$ cat src/rtl/multi_tap_text_entry_top_macros.svh
// ---------------------------------------------------------------------------
// multi_tap_text_entry_top_macros.svh
// Assertion macros for the multi-tap text entry block; they expand to
// nothing when SYNTHESIS is defined. clk and rst_n come from the using scope.
// ---------------------------------------------------------------------------
`ifndef MULTI_TAP_TEXT_ENTRY_TOP_MACROS_SVH
`define MULTI_TAP_TEXT_ENTRY_TOP_MACROS_SVH
`ifndef SYNTHESIS
// same-cycle implication
`define MTTE_ASSERT_IMP(label, ante, cons, msg) \
    label: assert property (@(posedge clk) disable iff (!rst_n) (ante) |-> (cons)) \
        else $error(msg);
// next-cycle implication
`define MTTE_ASSERT_NXT(label, ante, cons, msg) \
    label: assert property (@(posedge clk) disable iff (!rst_n) (ante) |=> (cons)) \
        else $error(msg);
`else
`define MTTE_ASSERT_IMP(label, ante, cons, msg)
`define MTTE_ASSERT_NXT(label, ante, cons, msg)
`endif
`endif

$ cat src/rtl/mtte_pkg.sv
`default_nettype none
// ---------------------------------------------------------------------------
// mtte_pkg
// Types, codes and symbol tables shared by the multi-tap text entry block.
// ---------------------------------------------------------------------------
package mtte_pkg;

    // sizes and reset values
    localparam int BUFFER_CHARS_DEF = 32;
    localparam int COMMIT_MAX       = 32;
    localparam int COUNT_W          = 6;
    localparam int TICK_W           = 16;
    localparam int CFG_DATA_W       = 16;
    localparam int REG_INDEX_W      = 1;

    localparam logic [COUNT_W-1:0] MAX_LENGTH_RST = 6'd10;
    localparam logic [TICK_W-1:0]  TIMEOUT_RST    = 16'd1000;
    localparam logic [TICK_W-1:0]  TICK_SAT       = 16'hFFFF;

    // characters
    localparam logic [7:0] EMPTY_CHAR = 8'hFF;
    localparam logic [7:0] SPACE_CHAR = 8'h20;

    // register indexes
    localparam logic [REG_INDEX_W-1:0] REG_MAX_LENGTH = 1'd0;
    localparam logic [REG_INDEX_W-1:0] REG_TIMEOUT    = 1'd1;

    // request opcodes
    localparam logic OP_KEY  = 1'b0;
    localparam logic OP_TICK = 1'b1;

    // key codes
    localparam logic [3:0] KEY_ZERO   = 4'd0;
    localparam logic [3:0] KEY_NINE   = 4'd9;
    localparam logic [3:0] KEY_MODE   = 4'd10;
    localparam logic [3:0] KEY_SPACE  = 4'd11;
    localparam logic [3:0] KEY_DELETE = 4'd12;
    localparam logic [3:0] KEY_ENTER  = 4'd13;

    // result kinds
    localparam logic KIND_STATUS = 1'b0;
    localparam logic KIND_CHAR   = 1'b1;

    // payloads
    typedef struct packed {
        logic       opcode;
        logic [3:0] key_code;
    } in_item_t;

    typedef struct packed {
        logic               kind;
        logic [7:0]         char_value;
        logic [4:0]         position;
        logic [COUNT_W-1:0] length;
        logic               alpha_mode;
        logic               pending;
        logic               beep;
        logic               last;
    } out_item_t;

    // controller to datapath commands
    typedef struct packed {
        logic take_item;
        logic exec;
        logic rd_stat;
        logic rd_char;
        logic emit_stat;
        logic emit_char;
    } dp_cmd_t;

    // datapath to controller status
    typedef struct packed {
        logic is_commit;
        logic final_char;
        logic out_free;
    } dp_sts_t;

    // symbol idx of each key group; groups of letters are contiguous ascii
    function automatic logic [7:0] grp_sym(input logic [3:0] key, input logic [1:0] idx);
        logic [7:0] sym;
        sym = 8'h00;
        case (key)
            4'd1:    sym = (idx == 2'd0) ? 8'h2E : 8'h2D;
            4'd2:    sym = 8'h41 + {6'd0, idx};
            4'd3:    sym = 8'h44 + {6'd0, idx};
            4'd4:    sym = 8'h47 + {6'd0, idx};
            4'd5:    sym = 8'h4A + {6'd0, idx};
            4'd6:    sym = 8'h4D + {6'd0, idx};
            4'd7:    sym = 8'h50 + {6'd0, idx};
            4'd8:    sym = 8'h54 + {6'd0, idx};
            4'd9:    sym = 8'h57 + {6'd0, idx};
            default: sym = 8'h00;
        endcase
        return sym;
    endfunction

    // number of symbols in each key group
    function automatic logic [2:0] grp_size(input logic [3:0] key);
        logic [2:0] n;
        n = 3'd0;
        case (key)
            4'd1:                                    n = 3'd2;
            4'd2, 4'd3, 4'd4, 4'd5, 4'd6, 4'd8:      n = 3'd3;
            4'd7, 4'd9:                              n = 3'd4;
            default:                                 n = 3'd0;
        endcase
        return n;
    endfunction

endpackage
`default_nettype wire

$ cat src/rtl/mtte_ram.sv
`default_nettype none
// ---------------------------------------------------------------------------
// mtte_ram
// Generic single-write, single-read RAM with registered read data.
// ---------------------------------------------------------------------------
module mtte_ram #(
    parameter int WIDTH = 8,
    parameter int DEPTH = 32
) (
    input  wire logic                                   clk,
    input  wire logic                                   we,
    input  wire logic [(DEPTH > 1 ? $clog2(DEPTH) : 1)-1:0] waddr,
    input  wire logic [WIDTH-1:0]                       wdata,
    input  wire logic                                   re,
    input  wire logic [(DEPTH > 1 ? $clog2(DEPTH) : 1)-1:0] raddr,
    output logic      [WIDTH-1:0]                       rdata
);

    logic [WIDTH-1:0] mem [DEPTH];

    // write port
    always_ff @(posedge clk)
    begin
        if (we)
        begin
            mem[waddr] <= wdata;
        end
    end

    // registered read, held between reads
    always_ff @(posedge clk)
    begin
        if (re)
        begin
            rdata <= mem[raddr];
        end
    end

endmodule
`default_nettype wire

$ cat src/rtl/mtte_ctrl.sv
`default_nettype none
// ---------------------------------------------------------------------------
// mtte_ctrl
// Sequencer: takes one request, runs it through the datapath, and steps
// through the commit stream one character at a time.
// ---------------------------------------------------------------------------
module mtte_ctrl
    import mtte_pkg::*;
(
    input  wire logic    clk,
    input  wire logic    rst_n,
    input  wire logic    item_valid,
    output logic         item_ready,
    output dp_cmd_t      cmd,
    input  wire dp_sts_t sts
);

    typedef enum logic [2:0] {
        S_IDLE,
        S_EXEC,
        S_RD,
        S_STAT,
        S_CRD,
        S_CEMIT
    } state_t;

    state_t state_reg;
    state_t state_next;
    logic   ready_reg;

    // next state
    always_comb
    begin
        state_next = state_reg;
        case (state_reg)
            S_IDLE:
            begin
                if (item_valid)
                begin
                    state_next = S_EXEC;
                end
            end
            S_EXEC:
            begin
                state_next = sts.is_commit ? S_CRD : S_RD;
            end
            S_RD:
            begin
                state_next = S_STAT;
            end
            S_STAT:
            begin
                if (sts.out_free)
                begin
                    state_next = S_IDLE;
                end
            end
            S_CRD:
            begin
                state_next = S_CEMIT;
            end
            S_CEMIT:
            begin
                if (sts.out_free)
                begin
                    state_next = sts.final_char ? S_IDLE : S_CRD;
                end
            end
            default:
            begin
                state_next = S_IDLE;
            end
        endcase
    end

    // state and registered ready
    always_ff @(posedge clk or negedge rst_n)
    begin
        if (!rst_n)
        begin
            state_reg <= S_IDLE;
            ready_reg <= 1'b1;
        end
        else
        begin
            state_reg <= state_next;
            ready_reg <= (state_next == S_IDLE);
        end
    end

    assign item_ready = ready_reg;

    // command decode
    always_comb
    begin
        cmd           = '0;
        cmd.take_item = ready_reg && item_valid;
        cmd.exec      = (state_reg == S_EXEC);
        cmd.rd_stat   = (state_reg == S_RD);
        cmd.rd_char   = (state_reg == S_CRD);
        cmd.emit_stat = (state_reg == S_STAT) && sts.out_free;
        cmd.emit_char = (state_reg == S_CEMIT) && sts.out_free;
    end

endmodule
`default_nettype wire

$ cat src/rtl/mtte_dp.sv
`default_nettype none
// ---------------------------------------------------------------------------
// mtte_dp
// Datapath: entry state, configuration registers, text buffer RAM and the
// result register.
// ---------------------------------------------------------------------------
module mtte_dp
    import mtte_pkg::*;
#(
    parameter int BUFFER_CHARS = BUFFER_CHARS_DEF
) (
    input  wire logic                    clk,
    input  wire logic                    rst_n,
    input  wire in_item_t                item,
    input  wire logic                    wr_en,
    input  wire logic [REG_INDEX_W-1:0]  wr_index,
    input  wire logic [CFG_DATA_W-1:0]   wr_data,
    input  wire dp_cmd_t                 cmd,
    output dp_sts_t                      sts,
    output logic                         result_valid,
    input  wire logic                    result_ready,
    output out_item_t                    result
);

    localparam int CAP = (BUFFER_CHARS < COMMIT_MAX) ? BUFFER_CHARS : COMMIT_MAX;
    localparam int AW  = (BUFFER_CHARS > 1) ? $clog2(BUFFER_CHARS) : 1;
    localparam logic [COUNT_W-1:0] CAP_C = COUNT_W'(CAP);

    // configuration
    logic [COUNT_W-1:0] max_length_reg;
    logic [TICK_W-1:0]  timeout_reg;

    // current request
    logic       op_reg;
    logic [3:0] key_reg;

    // entry state
    logic [COUNT_W-1:0] count_reg,   count_next;
    logic               mode_reg,    mode_next;
    logic               pend_reg,    pend_next;
    logic [3:0]         prev_reg,    prev_next;
    logic [1:0]         cidx_reg,    cidx_next;
    logic [TICK_W-1:0]  idle_reg,    idle_next;
    logic               beep_reg,    beep_next;

    // commit stream
    logic [COUNT_W-1:0] ccount_reg,  ccount_next;
    logic [COUNT_W-1:0] lim_reg,     lim_next;
    logic [COUNT_W-1:0] ci_reg,      ci_next;

    // result register
    logic      res_valid_reg;
    out_item_t res_reg;

    // buffer port signals
    logic          we;
    logic [AW-1:0] waddr;
    logic [7:0]    wdata;
    logic          re;
    logic [AW-1:0] raddr;
    logic [7:0]    rdata;

    // helpers
    logic [COUNT_W-1:0] lim;
    logic [COUNT_W-1:0] count_m1;
    logic               room;
    logic [TICK_W-1:0]  idle_inc;
    logic [2:0]         cidx_inc;
    logic [1:0]         cidx_wrap;

    // configuration writes
    always_ff @(posedge clk or negedge rst_n)
    begin
        if (!rst_n)
        begin
            max_length_reg <= MAX_LENGTH_RST;
            timeout_reg    <= TIMEOUT_RST;
        end
        else if (wr_en)
        begin
            if (wr_index == REG_MAX_LENGTH)
            begin
                max_length_reg <= wr_data[COUNT_W-1:0];
            end
            else if (wr_index == REG_TIMEOUT)
            begin
                timeout_reg <= wr_data[TICK_W-1:0];
            end
        end
    end

    // capture the request
    always_ff @(posedge clk)
    begin
        if (cmd.take_item)
        begin
            op_reg  <= item.opcode;
            key_reg <= item.key_code;
        end
    end

    // effective limit, clamped to one up to the buffer capacity or COMMIT_MAX, whichever is smaller
    assign lim = (max_length_reg == '0) ? COUNT_W'(1)
               : ((max_length_reg > CAP_C) ? CAP_C : max_length_reg);
    assign count_m1  = count_reg - COUNT_W'(1);
    assign room      = (count_reg < lim);
    assign idle_inc  = (idle_reg != TICK_SAT) ? idle_reg + TICK_W'(1) : idle_reg;
    assign cidx_inc  = {1'b0, cidx_reg} + 3'd1;
    assign cidx_wrap = (cidx_inc == grp_size(key_reg)) ? 2'd0 : cidx_inc[1:0];

    // request execution
    always_comb
    begin
        count_next  = count_reg;
        mode_next   = mode_reg;
        pend_next   = pend_reg;
        prev_next   = prev_reg;
        cidx_next   = cidx_reg;
        idle_next   = idle_reg;
        beep_next   = beep_reg;
        ccount_next = ccount_reg;
        lim_next    = lim_reg;
        ci_next     = ci_reg;
        we          = 1'b0;
        waddr       = AW'(count_reg);
        wdata       = EMPTY_CHAR;

        if (cmd.exec)
        begin
            beep_next = 1'b0;
            if (op_reg == OP_TICK)
            begin
                // timer tick ages a pending letter
                if (pend_reg)
                begin
                    idle_next = idle_inc;
                    if (idle_inc >= timeout_reg)
                    begin
                        pend_next = 1'b0;
                        cidx_next = 2'd0;
                        idle_next = '0;
                    end
                end
            end
            else if (key_reg == KEY_ENTER)
            begin
                // commit: keep count and limit for the stream, clear the entry
                ccount_next = count_reg;
                lim_next    = lim;
                ci_next     = '0;
                count_next  = '0;
                mode_next   = 1'b0;
                prev_next   = KEY_ZERO;
                pend_next   = 1'b0;
                cidx_next   = 2'd0;
                idle_next   = '0;
            end
            else if (key_reg == KEY_MODE)
            begin
                pend_next = 1'b0;
                cidx_next = 2'd0;
                idle_next = '0;
                mode_next = !mode_reg;
            end
            else if (key_reg == KEY_SPACE)
            begin
                pend_next = 1'b0;
                cidx_next = 2'd0;
                idle_next = '0;
                if (room)
                begin
                    we         = 1'b1;
                    wdata      = SPACE_CHAR;
                    count_next = count_reg + COUNT_W'(1);
                end
                else
                begin
                    beep_next = 1'b1;
                end
            end
            else if (key_reg == KEY_DELETE)
            begin
                pend_next = 1'b0;
                cidx_next = 2'd0;
                idle_next = '0;
                if (count_reg == '0)
                begin
                    beep_next = 1'b1;
                end
                else
                begin
                    count_next = count_m1;
                end
            end
            else if (key_reg inside {[KEY_ZERO:KEY_NINE]})
            begin
                if (!mode_reg)
                begin
                    // numeric mode appends the digit value
                    pend_next = 1'b0;
                    cidx_next = 2'd0;
                    idle_next = '0;
                    if (room)
                    begin
                        we         = 1'b1;
                        wdata      = {4'd0, key_reg};
                        count_next = count_reg + COUNT_W'(1);
                    end
                    else
                    begin
                        beep_next = 1'b1;
                    end
                end
                else if (key_reg != KEY_ZERO)
                begin
                    if (pend_reg && (prev_reg == key_reg) && (count_reg != '0))
                    begin
                        // same key again: cycle the last letter in place
                        cidx_next = cidx_wrap;
                        we        = 1'b1;
                        waddr     = AW'(count_m1);
                        wdata     = grp_sym(key_reg, cidx_wrap);
                        idle_next = '0;
                    end
                    else
                    begin
                        pend_next = 1'b0;
                        cidx_next = 2'd0;
                        idle_next = '0;
                        if (room)
                        begin
                            we         = 1'b1;
                            wdata      = grp_sym(key_reg, 2'd0);
                            count_next = count_reg + COUNT_W'(1);
                            pend_next  = 1'b1;
                            prev_next  = key_reg;
                        end
                        else
                        begin
                            beep_next = 1'b1;
                        end
                    end
                end
            end
        end

        if (cmd.emit_char)
        begin
            ci_next = ci_reg + COUNT_W'(1);
        end
    end

    // entry state registers
    always_ff @(posedge clk or negedge rst_n)
    begin
        if (!rst_n)
        begin
            count_reg  <= '0;
            mode_reg   <= 1'b0;
            pend_reg   <= 1'b0;
            prev_reg   <= KEY_ZERO;
            cidx_reg   <= 2'd0;
            idle_reg   <= '0;
            beep_reg   <= 1'b0;
            ccount_reg <= '0;
            lim_reg    <= '0;
            ci_reg     <= '0;
        end
        else
        begin
            count_reg  <= count_next;
            mode_reg   <= mode_next;
            pend_reg   <= pend_next;
            prev_reg   <= prev_next;
            cidx_reg   <= cidx_next;
            idle_reg   <= idle_next;
            beep_reg   <= beep_next;
            ccount_reg <= ccount_next;
            lim_reg    <= lim_next;
            ci_reg     <= ci_next;
        end
    end

    // buffer read: last character for status, stream index for commit
    assign re    = cmd.rd_stat || cmd.rd_char;
    assign raddr = cmd.rd_char ? AW'(ci_reg) : AW'(count_m1);

    mtte_ram #(
        .WIDTH (8),
        .DEPTH (BUFFER_CHARS)
    ) u_buf (
        .clk   (clk),
        .we    (we),
        .waddr (waddr),
        .wdata (wdata),
        .re    (re),
        .raddr (raddr),
        .rdata (rdata)
    );

    // result register; entries at or past the fill count read as empty
    always_ff @(posedge clk or negedge rst_n)
    begin
        if (!rst_n)
        begin
            res_valid_reg <= 1'b0;
        end
        else if (cmd.emit_stat || cmd.emit_char)
        begin
            res_valid_reg <= 1'b1;
        end
        else if (result_ready)
        begin
            res_valid_reg <= 1'b0;
        end
    end

    always_ff @(posedge clk)
    begin
        if (cmd.emit_stat)
        begin
            res_reg.kind       <= KIND_STATUS;
            res_reg.char_value <= (count_reg == '0) ? EMPTY_CHAR : rdata;
            res_reg.position   <= (count_reg == '0) ? 5'd0 : count_m1[4:0];
            res_reg.length     <= count_reg;
            res_reg.alpha_mode <= mode_reg;
            res_reg.pending    <= pend_reg;
            res_reg.beep       <= beep_reg;
            res_reg.last       <= 1'b1;
        end
        else if (cmd.emit_char)
        begin
            res_reg.kind       <= KIND_CHAR;
            res_reg.char_value <= (ci_reg < ccount_reg) ? rdata : EMPTY_CHAR;
            res_reg.position   <= ci_reg[4:0];
            res_reg.length     <= count_reg;
            res_reg.alpha_mode <= mode_reg;
            res_reg.pending    <= pend_reg;
            res_reg.beep       <= 1'b0;
            res_reg.last       <= sts.final_char;
        end
    end

    assign result_valid = res_valid_reg;
    assign result       = res_reg;

    // status to the controller
    assign sts.is_commit  = (op_reg == OP_KEY) && (key_reg == KEY_ENTER);
    assign sts.final_char = ((ci_reg + COUNT_W'(1)) == lim_reg);
    assign sts.out_free   = !res_valid_reg || result_ready;

endmodule
`default_nettype wire

$ cat src/rtl/multi_tap_text_entry_top.sv
// ---------------------------------------------------------------------------
// multi_tap_text_entry_top: multi-tap keypad text entry
// Key and tick requests pass S_EXEC, S_RD and S_STAT into the result register;
// the next request is taken after that register is loaded.
// Commit: per character, a buffer RAM read (S_CRD) and an emit (S_CEMIT).
// Reset (rst_n, async): control state and registers cleared at once; buffer
// contents are masked by the fill count, so no clearing pass is needed.
// ---------------------------------------------------------------------------
`default_nettype none
`include "multi_tap_text_entry_top_macros.svh"

module multi_tap_text_entry_top
    import mtte_pkg::*;
#(
    parameter int BUFFER_CHARS = BUFFER_CHARS_DEF
) (
    input  wire logic                   clk,
    input  wire logic                   rst_n,
    input  wire logic                   item_valid,
    output logic                        item_ready,
    input  wire in_item_t               item,
    output logic                        result_valid,
    input  wire logic                   result_ready,
    output out_item_t                   result,
    input  wire logic                   wr_en,
    input  wire logic [REG_INDEX_W-1:0] wr_index,
    input  wire logic [CFG_DATA_W-1:0]  wr_data
);

    dp_cmd_t cmd;
    dp_sts_t sts;

    // sequencer
    mtte_ctrl u_ctrl (
        .clk        (clk),
        .rst_n      (rst_n),
        .item_valid (item_valid),
        .item_ready (item_ready),
        .cmd        (cmd),
        .sts        (sts)
    );

    // datapath
    mtte_dp #(
        .BUFFER_CHARS (BUFFER_CHARS)
    ) u_dp (
        .clk          (clk),
        .rst_n        (rst_n),
        .item         (item),
        .wr_en        (wr_en),
        .wr_index     (wr_index),
        .wr_data      (wr_data),
        .cmd          (cmd),
        .sts          (sts),
        .result_valid (result_valid),
        .result_ready (result_ready),
        .result       (result)
    );

    // one request in flight at a time
    `MTTE_ASSERT_NXT(a_busy_after_accept, item_valid && item_ready, !item_ready, "request accepted while busy")
    // a status result always closes its request
    `MTTE_ASSERT_IMP(a_status_last, result_valid && (result.kind == KIND_STATUS), result.last, "status result without last")
    // committed characters show the cleared entry and never beep
    `MTTE_ASSERT_IMP(a_commit_clear, result_valid && (result.kind == KIND_CHAR), (result.length == '0) && !result.alpha_mode && !result.pending && !result.beep, "commit result not cleared")
    // fill count never passes the commit limit
    `MTTE_ASSERT_IMP(a_length_bound, result_valid, result.length <= COUNT_W'(COMMIT_MAX), "length out of range")

endmodule
`default_nettype wire

$ cat config.mk
export PLATFORM = sky130hd
export DESIGN_NAME = multi_tap_text_entry_top
export DESIGN_NICKNAME = d
export VERILOG_FILES = /design/src/rtl/mtte_pkg.sv /design/src/rtl/mtte_ram.sv /design/src/rtl/mtte_ctrl.sv /design/src/rtl/mtte_dp.sv /design/src/rtl/multi_tap_text_entry_top.sv
export VERILOG_INCLUDE_DIRS = /design/src /design/src/rtl
export SDC_FILE = /design/constraint.sdc
export NUM_CORES = 1
export LEC_CHECK = 0
export CELL_PAD_IN_SITES_DETAIL_PLACEMENT = 0
export CELL_PAD_IN_SITES_GLOBAL_PLACEMENT = 1
export CORE_MARGIN = 4
export CORE_UTILIZATION = 30
export CTS_BUF_LIST = sky130_fd_sc_hd__clkbuf_8
export DETAILED_ROUTE_END_ITERATION = 6
export DONT_BUFFER_PORTS = 1
export HOLD_SLACK_MARGIN = 0.03
export PLACE_DENSITY = 0.6
export SYNTH_ARGS = -nofsm -noshare
export SYNTH_HDL_FRONTEND = slang
export SYNTH_HIERARCHICAL = 1
export SYNTH_SLANG_ARGS = --single-unit
$ cat constraint.sdc
create_clock -name clk -period 12.1 [get_ports clk]
set_input_delay 2.42 -clock clk [delete_from_list [all_inputs] [get_ports clk]]
set_output_delay 2.42 -clock clk [all_outputs]
set_load 0.02 [all_outputs]
## Word level (Yosys, flattened, before mapping)

Memory sizes are Yosys's and may differ from the RTL's. A register that Yosys moved wholly into a read port is not among the register bits.
Cells that the tools add are included.

| cells by class | value |
|---|---|
| multiplexer cells | 126 |
| $lt $le $gt $ge | 6 |
| reductions and logical operators | 40 |
| eq/ne operators | 34 |
| bitwise logic cells | 2 |
| $add $sub $neg | 13 |

Operators by type and width:

| operator | count |
|---|---|
| 16-bit 2-to-1 mux | 11 |
| 8-bit 2-to-1 mux | 15 |
| 6-bit 2-to-1 mux | 16 |
| 8-bit case mux with 9 select lines | 1 |
| 7-bit by 2-bit adder with 8-bit output, first input constant | 8 |
| 5-bit 2-to-1 mux | 12 |
| 23-bit 2-to-1 mux | 2 |
| 4-bit 2-to-1 mux | 11 |
| 1-bit 2-to-1 mux | 39 |
| 2-bit 2-to-1 mux | 13 |
| 4-bit equality test, second input constant | 6 |
| 3-bit case mux with 6 select lines | 1 |
| 2-bit nonzero test | 9 |
| 16-bit by 1-bit adder with 16-bit output, second input constant | 1 |
| 4-bit by 3-bit equality test with 1-bit output, second input constant | 4 |
| 16-bit >= comparator | 1 |
| 16-bit != test, second input constant | 1 |
| 3-bit 2-to-1 mux | 5 |
| 7-bit by 6-bit != test with 1-bit output, second input constant | 2 |
| 6-bit by 1-bit adder with 6-bit output, second input constant | 2 |
| 6-bit zero test | 2 |
| 6-bit < comparator | 2 |
| 2-bit != test, second input constant | 6 |
| 6-bit nonzero test | 2 |
| 29 further kinds | 49 |

| word-level totals | value |
|---|---|
| word-level logic and storage cells | 249 |
| output and inout port bits | 26 |
| memory bits (writable) | 256 |
| memories kept | 3 |
| ROM bits | 160 |
| bits in registers | 105 |
| input bits | 27 |

Memory list:

| memory | depth | bits a word | read ports | clocked after Yosys merged registers in | write ports | line | text |
|---|---|---|---|---|---|---|---|
| u_dp.u_buf.mem | 32 | 8 | 1 | 1 | 1 | mtte_ram.sv:19 | `logic [WIDTH-1:0] mem [DEPTH];` |
| (name not given) | 16 | 7 | 1 | 1 | 0 | mtte_pkg.sv:82 | `case (key)` |
| (name not given) | 16 | 3 | 1 | 1 | 0 | mtte_pkg.sv:101 | `case (key)` |

## Longest topological paths before layout

Gate-level depths: netlist of the first run.

| depth | value |
|---|---|
| depth after elaboration | 17 |
| depth in mapped cells | 15 |
| mapped depth without buffers | 13 |

## By module

Netlist of the first run, hierarchy kept.

By module, submodules not included:

| module | times used | seq. area each (um2) | area an instance (um2) | cells an instance |
|---|---|---|---|---|
| mtte_ram | 1 | 7927.6 | 10133.5 | 417 |
| mtte_dp | 1 | 2862.7 | 6980.4 | 771 |
| mtte_ctrl | 1 | 101.3 | 235.2 | 24 |

## Worst setup path before layout of the first run

Ideal clock, no wire load.

| timing path | value |
|---|---|
| kind | input to register |
| from | in result_ready |
| to | reg u_dp.res_reg, in the netlist u_dp/result[3], data pin |
| arrival | 3708 ps |
| cell stages on the path | 7 |
| setup slack | 8136 ps |
| library setup time | 256 ps |
| path buffers | 1 |
| cells stage by stage | nand2b_1 > nand2_1 > nor2_1 > clkbuf_1 > nor2_1 > inv_1 > and2_1 |

| on the way | value |
|---|---|
| cells in the longest elaborated chain, start to end | 3 |

Ends and longest elaborated chain:

| element | line | text |
|---|---|---|
| start: declaration | multi_tap_text_entry_top.sv:23 | `input wire logic result_ready,` |
| 1-bit logical OR | mtte_dp.sv:350 | `assign sts.out_free = !res_valid_reg \|\| result_ready;` |
| 1-bit logical AND | mtte_ctrl.sv:101 | `cmd.emit_stat = (state_reg == S_STAT) && sts.out_free;` |
| 23-bit 2-to-1 mux | mtte_dp.sv:320 | `if (cmd.emit_stat)` |
| end: declaration | mtte_dp.sv:53 | `out_item_t res_reg;` |

Every way passes these cells.
A chain may end at the register's enable or synchronous reset.

==> summary.txt, run 1 <==
Run status
  • Status: complete, no violations

Timing
  • Final critical-path share of the clock period: 37.4%
  • Worst slew pin tran: 1100 ps
  • Worst Skew: 42.8 ps
  • PnR worst setup slack: 7580 ps
  • Min Hold Slack: 489 ps
  • Final Max Tran Viols: 0
  • Final hold violations: 0
  • Unrepaired setup endpoints after global routing: no
  • Max Fclk: 0.221 GHz
  • Tmin final: 4520 ps
  • Final setup fails: 0
  • Final setup TNS: 0 ps
  • Max_slew headroom: 26.6%

Setup path
  • CP endpoint: u_dp/result[17]
  • RR Startpoint: u_ctrl/state_reg[1]
  • Crit Path Max Fanout: 29
  • CP endpoint kind: register
  • Worst Path Class, Setup: in2reg
  • Type of origin of the critical path: input pin
  • Crit. Startpoint: result_ready
  • Worst reg2reg endpoint: u_dp/u_buf/rdata[1]
  • Worst EP arrival: 4760 ps
  • Flop2flop setup slack: 7590 ps
  • Worst path required time: 12340 ps
  • R2R cell count: 9

Cells and area
  • Nets: 1304
  • Fin area: 19500 um2
  • Layout fillers: 5557
  • Area growth from synthesis to layout: 12.7%
  • Max reg flops: 256
  • Register area: 10900 um2
  • Final Core Density: 34.4%
  • Largest registers: u_dp/u_buf/mem (256), u_dp/result (24)
  • Biggest register: u_dp/u_buf/mem
  • Area of the multi-input gates: 5990 um2
  • Non-Filler Instances: 2049
  • Share of layout cells above drive strength 1: 19.3%

Global routing
  • First-pass GRT wire length: 63400 um
  • Total gr overflow: 0
  • Pin count of the biggest net entering global routing: 77
  • GRT Overall Usage: 13.1%
  • Number of global-route vias before repair: 10300
  • Antenna violations before repair: 1

Synthesis
  • Sequential fraction of the synthesis area: 62.8%
  • Yosys Warn Count: 6
  • Syn Nets: 1278
  • Async SR Flop Fraction: 20.1%
  • Ys flop type: edfxtp_1
  • Post-synth cell types: 72
  • Post-Syn Instances: 1212
  • Post-synth EDFFs: 291
  • Cell area after synthesis: 17300 um2
  • FF+latch count, synth: 379
  • Synth Area per Inst: 14.3 um2

Clocking
  • Setup Fix Bufs, Post-CTS: 0
  • Clock-pin slew on the worst setup and hold paths: 60 ps
  • Post-cts hold buffer count: 0
  • TritonCTS clock tree: yes
  • Worst skew pair latency: 640 ps
  • CTS buffer count: 66
  • CTS Sinks: 379
  • Post-cts sizing count: 0
  • Max Root-Sink Buffers: 3
  • H-Tree Depth: 3
  • Clock root cell: clkbuf_8

Die
  • Ports: 53
  • Die Wd: 248 um
  • Core Region: 56800 um2
  • # rows: 87
  • Initial Utilization: 30.5%
  • Die Ht: 248 um
  • Die area: 61700 um2

Power and ir drop
  • PD cells: 204 nW/um2
  • Overall power: 3.99 mW
  • VDD IR max: 0.100 mV
  • Leakage: 6.74 nW

Job
  • Max_cap viols: 0

Placed design
  • Inst Count DP: 1926
  • Routability cong.: 0.805
  • Detailed Place HPWL: 26800 um
  • PortBufs: 0
  • Setup slack after placement: 6950 ps
  • Placed cell area: 18200 um2

Routing
  • Vias: 10200
  • WL final: 41200 um
  • # DRC: 0
  • Drt first pass iters: 5
  • Vias/cell: 4.98
  • Routed Antenna Nets: 0
  • Initial drt markers: 783
  • DR WL/cell: 20.1 um

Worst hold path
  • Worst hold path stage count: 2
  • Hold Crit Class: reg2reg
[worst max-delay path: stages]
cell and delay (ps):
nand2b_1 220, nand2_1 120, nor2_2 760, nor2_1 450, inv_1 780
[final cells by class]
cell class | count | share of cell area [%]
multi-input combinational | 715 | 30.7
clock buffer | 69 | 4.86
tap | 756 | 4.84
inverter | 59 | 1.13
clock inverter | 53 | 2.13
timing repair buffer | 17 | 0.653
antenna | 1 | 0.0128
sequential | 379 | 55.7
[per-layer routing]
metal | wire length, um | GRT usage (%)
met5 | 0 | 0
met1 | 19100 | 18.7
met2 | 19300 | 20.3
met4 | 683 | 4.01
met3 | 2130 | 2.68
[cells in the mapped netlist (all sizes together) (8+ instances only)]
cell type,n,area (um2)
a2111oi,9,78.8
a21oi,31,155
a311oi,8,70.1
a31oi,10,62.6
and2,20,128
and3,9,56.3
buf,29,179
clkbuf,30,113
dfrtp,67,1680
dfstp,9,236
dfxtp,12,240
edfxtp,291,8740
ha,39,488
inv,58,218
mux2,32,360
mux2i,20,200
mux4,80,1800
nand2,104,390
nand2b,11,68.8
nand3,34,170
nand4,11,68.8
nor2,78,293
nor2b,13,81.3
nor3,15,80.1
o21ai,53,269
o22ai,13,81.3
xnor2,23,201
xor2,10,87.6
[how the worst min path moves through the flow]
stage	slack (ps)	to	startpoint
floorplan	450	u_dp/ccount_reg[1]	u_dp/ccount_reg[1]
detailed placement	470	u_dp/ccount_reg[3]	u_dp/ccount_reg[3]
finish	490	u_dp/ccount_reg[1]	u_dp/ccount_reg[1]
CTS	490	u_dp/ccount_reg[1]	u_dp/ccount_reg[1]
global placement	470	u_dp/ccount_reg[1]	u_dp/ccount_reg[1]
global route	510	u_dp/ccount_reg[0]	u_dp/ccount_reg[0]
[cells by family (layout without fill, tap and decap cells)]
group	Yosys count	after routing	share of synthesized area [%]
fa+ha+maj	39	39	2.81
mux	132	132	13.6
simple gates	327	327	9.17
buf+inv	118	198	2.96
flops	379	379	62.8
other cells	0	1	0
xor+xnor	33	33	1.67
compound gates	184	184	7.00
[cells in the final DEF, fill, tap and decap left out, types with 7 or more instances in the layout]
master	count
o21ai_0	46
clkinv_2	11
dfstp_2	9
nand2_1	104
nand2b_1	11
xor2_1	10
inv_1	71
mux4_2	80
and2_1	19
nand4_1	11
mux2_2	32
ha_1	39
nor2_1	77
mux2i_1	19
clkbuf_8	69
a31oi_1	10
buf_4	17
edfxtp_1	291
o31ai_1	7
nand3_1	34
xnor2_1	23
and3_1	9
a2111oi_0	9
clkinv_1	17
a21oi_1	31
a311oi_1	8
dfxtp_1	12
o22ai_1	13
nor2b_1	13
nor3_1	14
dfrtp_1	67
[where the power goes]
part / internal (mW) / switching (mW)
sequential: 1.55 / 0.149
clock: 0.668 / 0.540
combinational: 0.491 / 0.595
(Power assumes the default switching activity.)
==> run 2: changes to the inputs <==
==> constraint.sdc (replaced) <==
create_clock -name clk -period 4.24 [get_ports clk]
set_input_delay 0.848 -clock clk [delete_from_list [all_inputs] [get_ports clk]]
set_output_delay 0.848 -clock clk [all_outputs]
set_load 0.02 [all_outputs]
==> run 2 against run 1 <==
  * Sequential cell count unchanged
  * Register-to-register slack got worse by 7300 ps
  * Clock power rose by 140%
  * Design area up 0.33%
  * Setup slack worse by 7300 ps
  * Sequential share of layout area is 0.18 points lower
  * Critical path type is now reg2reg
==> summary.txt, run 2 (same netlist as run 1, synthesis figures left out) <==
Run status
  • Status: complete, no violations

Power and ir drop
  • Leakage: 6.84 nW
  • Gate power share: 30.1%
  • Sequential Power Share: 43.8%
  • Sw Pwr: 3.67 mW
  • PD cells: 560 nW/um2
  • VDD IR max: 0.306 mV
  • Clock Power Share: 26.2%
  • Net Sw Frac: 33.4%
  • Internal Power: 7.32 mW

Clocking
  • CTS Sinks: 379
  • H-Tree Depth: 2
  • Clock-pin slew on the worst setup and hold paths: 70 ps
  • TritonCTS clock tree: yes
  • CTS buffer count: 61
  • Max Root-Sink Buffers: 3
  • Setup Fix Bufs, Post-CTS: 0
  • Worst skew pair latency: 670 ps
  • Clock root cell: clkbuf_8

Timing
  • Final setup TNS: 0 ps
  • Final hold violations: 0
  • Worst Skew: 53.3 ps
  • Final setup fails: 0
  • Final critical-path share of the clock period: 94.2%
  • Max Fclk: 0.250 GHz
  • Worst slew pin tran: 905 ps
  • Final Max Tran Viols: 0
  • Unrepaired setup endpoints after global routing: yes
  • Tmin final: 4000 ps
  • Max_slew headroom: 37.9%

Setup path
  • Worst Path Class, Setup: reg2reg
  • Crit Path Max Fanout: 8
  • CP endpoint kind: register
  • Worst path required time: 4520 ps
  • Type of origin of the critical path: register
  • Worst EP arrival: 4280 ps

Global routing
  • First-pass GRT wire length: 65300 um
  • Number of global-route vias before repair: 10600
  • Total gr overflow: 0
  • Antenna violations before repair: 2
  • Pin count of the biggest net entering global routing: 77
  • GRT Overall Usage: 13.5%

Die
  • # rows: 87
  • Die area: 61700 um2
  • Initial Utilization: 30.5%
  • Die Wd: 248 um
  • Ports: 53
  • Die Ht: 248 um
  • Core Region: 56800 um2

Cells and area
  • Most frequent cells in the layout: edfxtp_1 (291), nand2_1 (104), inv_1 (80), mux4_2 (80), nor2_1 (72)
  • Share of layout cells above drive strength 1: 20.6%
  • Fin area: 19600 um2
  • Final Core Density: 34.5%
  • Area growth from synthesis to layout: 13.0%
  • Largest registers: u_dp/u_buf/mem (256), u_dp/result (24)
  • Most common cell after layout, fill and taps aside: edfxtp_1
  • Biggest register: u_dp/u_buf/mem
  • Nets: 1329
  • Max reg flops: 256

Routing
  • Vias/cell: 5.00
  • WL final: 42800 um
  • Initial drt markers: 624
  • # DRC: 0
  • Vias: 10300
  • DR WL/cell: 20.7 um
  • Drt first pass iters: 5
  • Routed Antenna Nets: 0

Placed design
  • PortBufs: 0
  • Routability cong.: 0.807
  • Detailed Place HPWL: 28600 um
  • Placed cell area: 18400 um2

Worst hold path
  • Hold Crit Class: in2async

Job
  • Max_cap viols: 0
[run 2: cell types whose count changed in the layout (fill, tap and decap cells not counted), moves of 4 or more]
cell | before | now
nor2_1 | 77 | 72
inv_1 | 71 | 80
buf_4 | 17 | 42
clkbuf_8 | 69 | 61
bufinv_16 | 6 | 1
buf_12 | 0 | 4
nor2_2 | 1 | 6
[run 2: routing by layer]
layer | GRT usage [%] | wire length (um) | vias up
li1 | - | - | 4749
met1 | 18.5 | 19200 | 5250
met4 | 3.57 | 795 | 2
met3 | 2.96 | 2280 | 53
met5 | 0 | 13 | -
met2 | 21.8 | 20500 | 287
[run 2: stage by stage]
| stage | total power, mW | instances | setup slack (ps) | hold slack [ps] |
|---|---|---|---|---|
| after floorplan | 7.17 | 1212 | 432 | 450 |
| after global placement | 8.18 | 1955 | 233 | 471 |
| after detailed placement | 8.19 | 1955 | 144 | 473 |
| after CTS | 11.1 | 2069 | 112 | 40.2 |
| after global routing | 11.6 | 2070 | -85.8 | 52.2 |
| final | 11.0 | 2070 | 244 | 67.7 |
[run 2: power groups by stage]
stage	Sequential, mW	Clock [mW]	Combinational [mW]
floorplan	4.74	0	2.43
global placement	4.88	0	3.31
finish	4.81	2.88	3.30
detailed placement	4.88	0	3.30
CTS	4.81	2.99	3.34
global route	4.85	3.17	3.59
[run 2: path summary, 6_finish.rpt]
path | slack, ps | depth (start not counted) | end | start
max | 240 | 11 | u_dp/u_buf/mem[15][0] | u_dp/count_reg[0]
min | 70 | 1 | u_dp/idle_reg[0] | rst_n
max reg2reg | 240 | 11 | u_dp/u_buf/mem[15][0] | u_dp/count_reg[0]
min reg2reg | 480 | 2 | u_dp/ccount_reg[3] | u_dp/ccount_reg[3]
max in group asynchronous | 3790 | 1 | u_dp/max_length_reg[1] | rst_n
min in group clk | 280 | 0 | u_dp/op_reg | item[4]
[run 2: layout make-up]
class | count | area [um2]
diodes | 1 | 2.50
repair buffers | 47 | 423
clock buffers | 61 | 840
flip-flops and latches | 379 | 10900
clock inverters | 52 | 269
multi-input cells | 715 | 6020
fillers | 5530 | 37200
inverters | 59 | 221
well taps | 756 | 946
[run 2: what timing repair did]
item	CTS	global route
endpoints found under the hold margin	76	0
resized for setup	0	7
endpoints found under the setup margin	0	89
hold buffers	1	0
[run 2: worst max-delay path, stage by stage (launching register included)]
cell and delay [ps]:
dfrtp_1 520, inv_1 200, ha_1 290, nor3b_4 200, and2_4 180, nor3_1 170
and2_1 210, buf_4 170, nand2_1 70, xnor2_1 610, nand3b_1 300, nor2_1 670
==> run 3: changes to the inputs <==
--- a/config.mk
+++ b/config.mk
@@ -15,6 +15,7 @@
 export DONT_BUFFER_PORTS = 1
 export HOLD_SLACK_MARGIN = 0.03
 export PLACE_DENSITY = 0.6
+export REMOVE_ABC_BUFFERS = 1
 export SYNTH_ARGS = -nofsm -noshare
 export SYNTH_HDL_FRONTEND = slang
 export SYNTH_HIERARCHICAL = 1
==> run 3 against run 2 <==
  * Sequential cell count stayed put
  * Clock-buffer cell count is 12 higher
  * Highest routed layer is now met4
  * Non-clock buffer count increased by 7
  * Register-to-register slack lost 70 ps
  * Hold slack improved by 42 ps
  * Wire length is 1.4% higher
  * Critical endpoint is now u_dp/u_buf/mem[23][3]
==> summary.txt, run 3 (same netlist as run 1, synthesis figures left out) <==
Cells and area
  • Most common cell after layout, fill and taps aside: edfxtp_1
  • Share of layout cells above drive strength 1: 21.6%
  • Largest registers: u_dp/u_buf/mem (256), u_dp/result (24)
  • Final Core Density: 34.9%
  • Biggest register: u_dp/u_buf/mem
  • Max reg flops: 256
  • Area growth from synthesis to layout: 14.3%
  • Nets: 1341
  • Most frequent cells in the layout: edfxtp_1 (291), nand2_1 (104), inv_1 (81), mux4_2 (80)

Setup path
  • CP endpoint kind: register
  • Type of origin of the critical path: register
  • Flop2flop setup slack: 180 ps
  • Crit Path Max Fanout: 8
  • CP max stage delay: 660 ps
  • Worst path required time: 4520 ps
  • Worst EP arrival: 4340 ps
  • Worst Path Class, Setup: reg2reg
  • Slowest CP cell: nor2_1
  • Worst path cell trace: inv_1 > ha_1 > nor3b_4 > and2_4 > nor3_1 > and2_1 > buf_4 > nand2_1 > xnor2_1 > nand3b_1 > nor2_1

Clocking
  • CTS buffer count: 66
  • Max Root-Sink Buffers: 3
  • TritonCTS clock tree: yes
  • Worst skew pair latency: 650 ps
  • CTS Sinks: 379
  • Clock root cell: clkbuf_8
  • Clock-pin slew on the worst setup and hold paths: 70 ps
  • H-Tree Depth: 3

Timing
  • Final hold violations: 0
  • Worst Skew: 55.8 ps
  • Final setup fails: 0
  • Min Hold Slack: 110 ps
  • Worst slew pin tran: 1030 ps
  • Final critical-path share of the clock period: 95.8%
  • Tmin final: 4060 ps
  • Final Max Tran Viols: 0
  • Max Fclk: 0.246 GHz
  • Unrepaired setup endpoints after global routing: yes
  • Max_slew headroom: 31.2%

Power and ir drop
  • VDD IR max: 0.265 mV
  • Overall power: 11.4 mW
  • Leakage: 6.94 nW
  • PD cells: 575 nW/um2

Die
  • Core Region: 56800 um2
  • Die Ht: 248 um
  • # rows: 87
  • Ports: 53
  • Die area: 61700 um2
  • Die Wd: 248 um
  • Initial Utilization: 30.5%

Worst hold path
  • Hold Crit Class: in2async

Placed design
  • Routability cong.: 0.806
  • Detailed Place HPWL: 28700 um
  • PortBufs: 0

Routing
  • Vias/cell: 5.02
  • DR WL/cell: 20.9 um
  • # DRC: 0
  • WL final: 43400 um
  • Routed Antenna Nets: 0
  • Drt first pass iters: 5
  • Vias: 10400
  • Initial drt markers: 811

Global routing
  • GRT Overall Usage: 13.7%
  • Total gr overflow: 0
  • Pin count of the biggest net entering global routing: 77
  • Number of global-route vias before repair: 10600
  • Antenna violations before repair: 2
  • First-pass GRT wire length: 66300 um

Run status
  • Status: complete, no violations

Job
  • Max_cap viols: 0
## run 3: cell types whose count changed in the layout (fill, tap and decap cells not counted)
| cell | change |
|---|---|
| clkinv_2 | -8 |
| nor2_2 | -1 |
| nor2_1 | +1 |
| inv_12 | +2 |
| inv_8 | +2 |
| inv_1 | +1 |
| bufinv_16 | +1 |
| clkinv_1 | -8 |
| inv_16 | -1 |
| buf_12 | -1 |
| buf_4 | +8 |
| clkinvlp_4 | +2 |
| clkbuf_8 | +12 |
## run 3: through the flow
stage	TNS [ps]	cell area, um2	setup slack, ps	cells
6_report	0	19800	177	2080
5_1_grt	-990	19800	-59.6	2080
4_1_cts	0	19800	109	2077
3_5_place_dp	0	18500	119	1960
3_3_place_gp	0	18500	152	1960
2_1_floorplan	-49060	17100	-6130	1153
## run 3: report_power, final
group          leakage, nW  internal [mW]  switching (mW)  total (mW)
combinational         2.51           1.49            1.85        3.34
clock                0.741           1.73            1.54        3.27
sequential            3.69           4.43           0.363        4.79
total                 6.94           7.65            3.75        11.4
## run 3: path summary, 6_finish.rpt
check	endpoint	depth (start not counted)	startpoint
worst max-delay path	u_dp/u_buf/mem[23][3]	11	u_dp/count_reg[0]
worst min-delay path	u_dp/lim_reg[0]	1	rst_n
worst max register to register	u_dp/u_buf/mem[23][3]	11	u_dp/count_reg[0]
worst min register to register	u_dp/ccount_reg[1]	2	u_dp/ccount_reg[1]
max in group asynchronous	u_dp/timeout_reg[9]	1	rst_n
min in group clk	u_dp/op_reg	0	item[4]
## run 3: what timing repair did
item / in CTS / in global routing
hold endpoints to repair: 76 / 0
hold buffers: 1 / 0
gates resized for setup: 0 / 6
buffers inserted: 0 / 2
setup endpoints to repair: 0 / 85
## run 3: critical path: cells and delay by family, from the launching register on
family	cells	cell delay, ps
adders and majority gates	1	300
buffers and inverters	2	390
DFF	1	530
xor gates and xnor gates	1	610
and+or+nand+nor	7	1880
## run 3: cell type report
type	count	area [um2]
Sequential cell	379	10900
Clock buffer	73	1000
Antenna cell	1	2.50
Clock inverter	43	283
Tap cell	756	946
Fill cell	5515	37000
Timing Repair Buffer	54	463
Multi-Input combinational cell	715	6010
Inverter	59	221
## run 3: layer usage
layer	share of wire [%]	track usage, %	up-vias	routed length (um)
li1	-	-	4764	-
met1	45	19.0	5284	19500
met2	48	21.9	332	20600
met3	5.7	2.90	56	2460
met4	1.8	4.14	0	784
met5	0	0	-	0
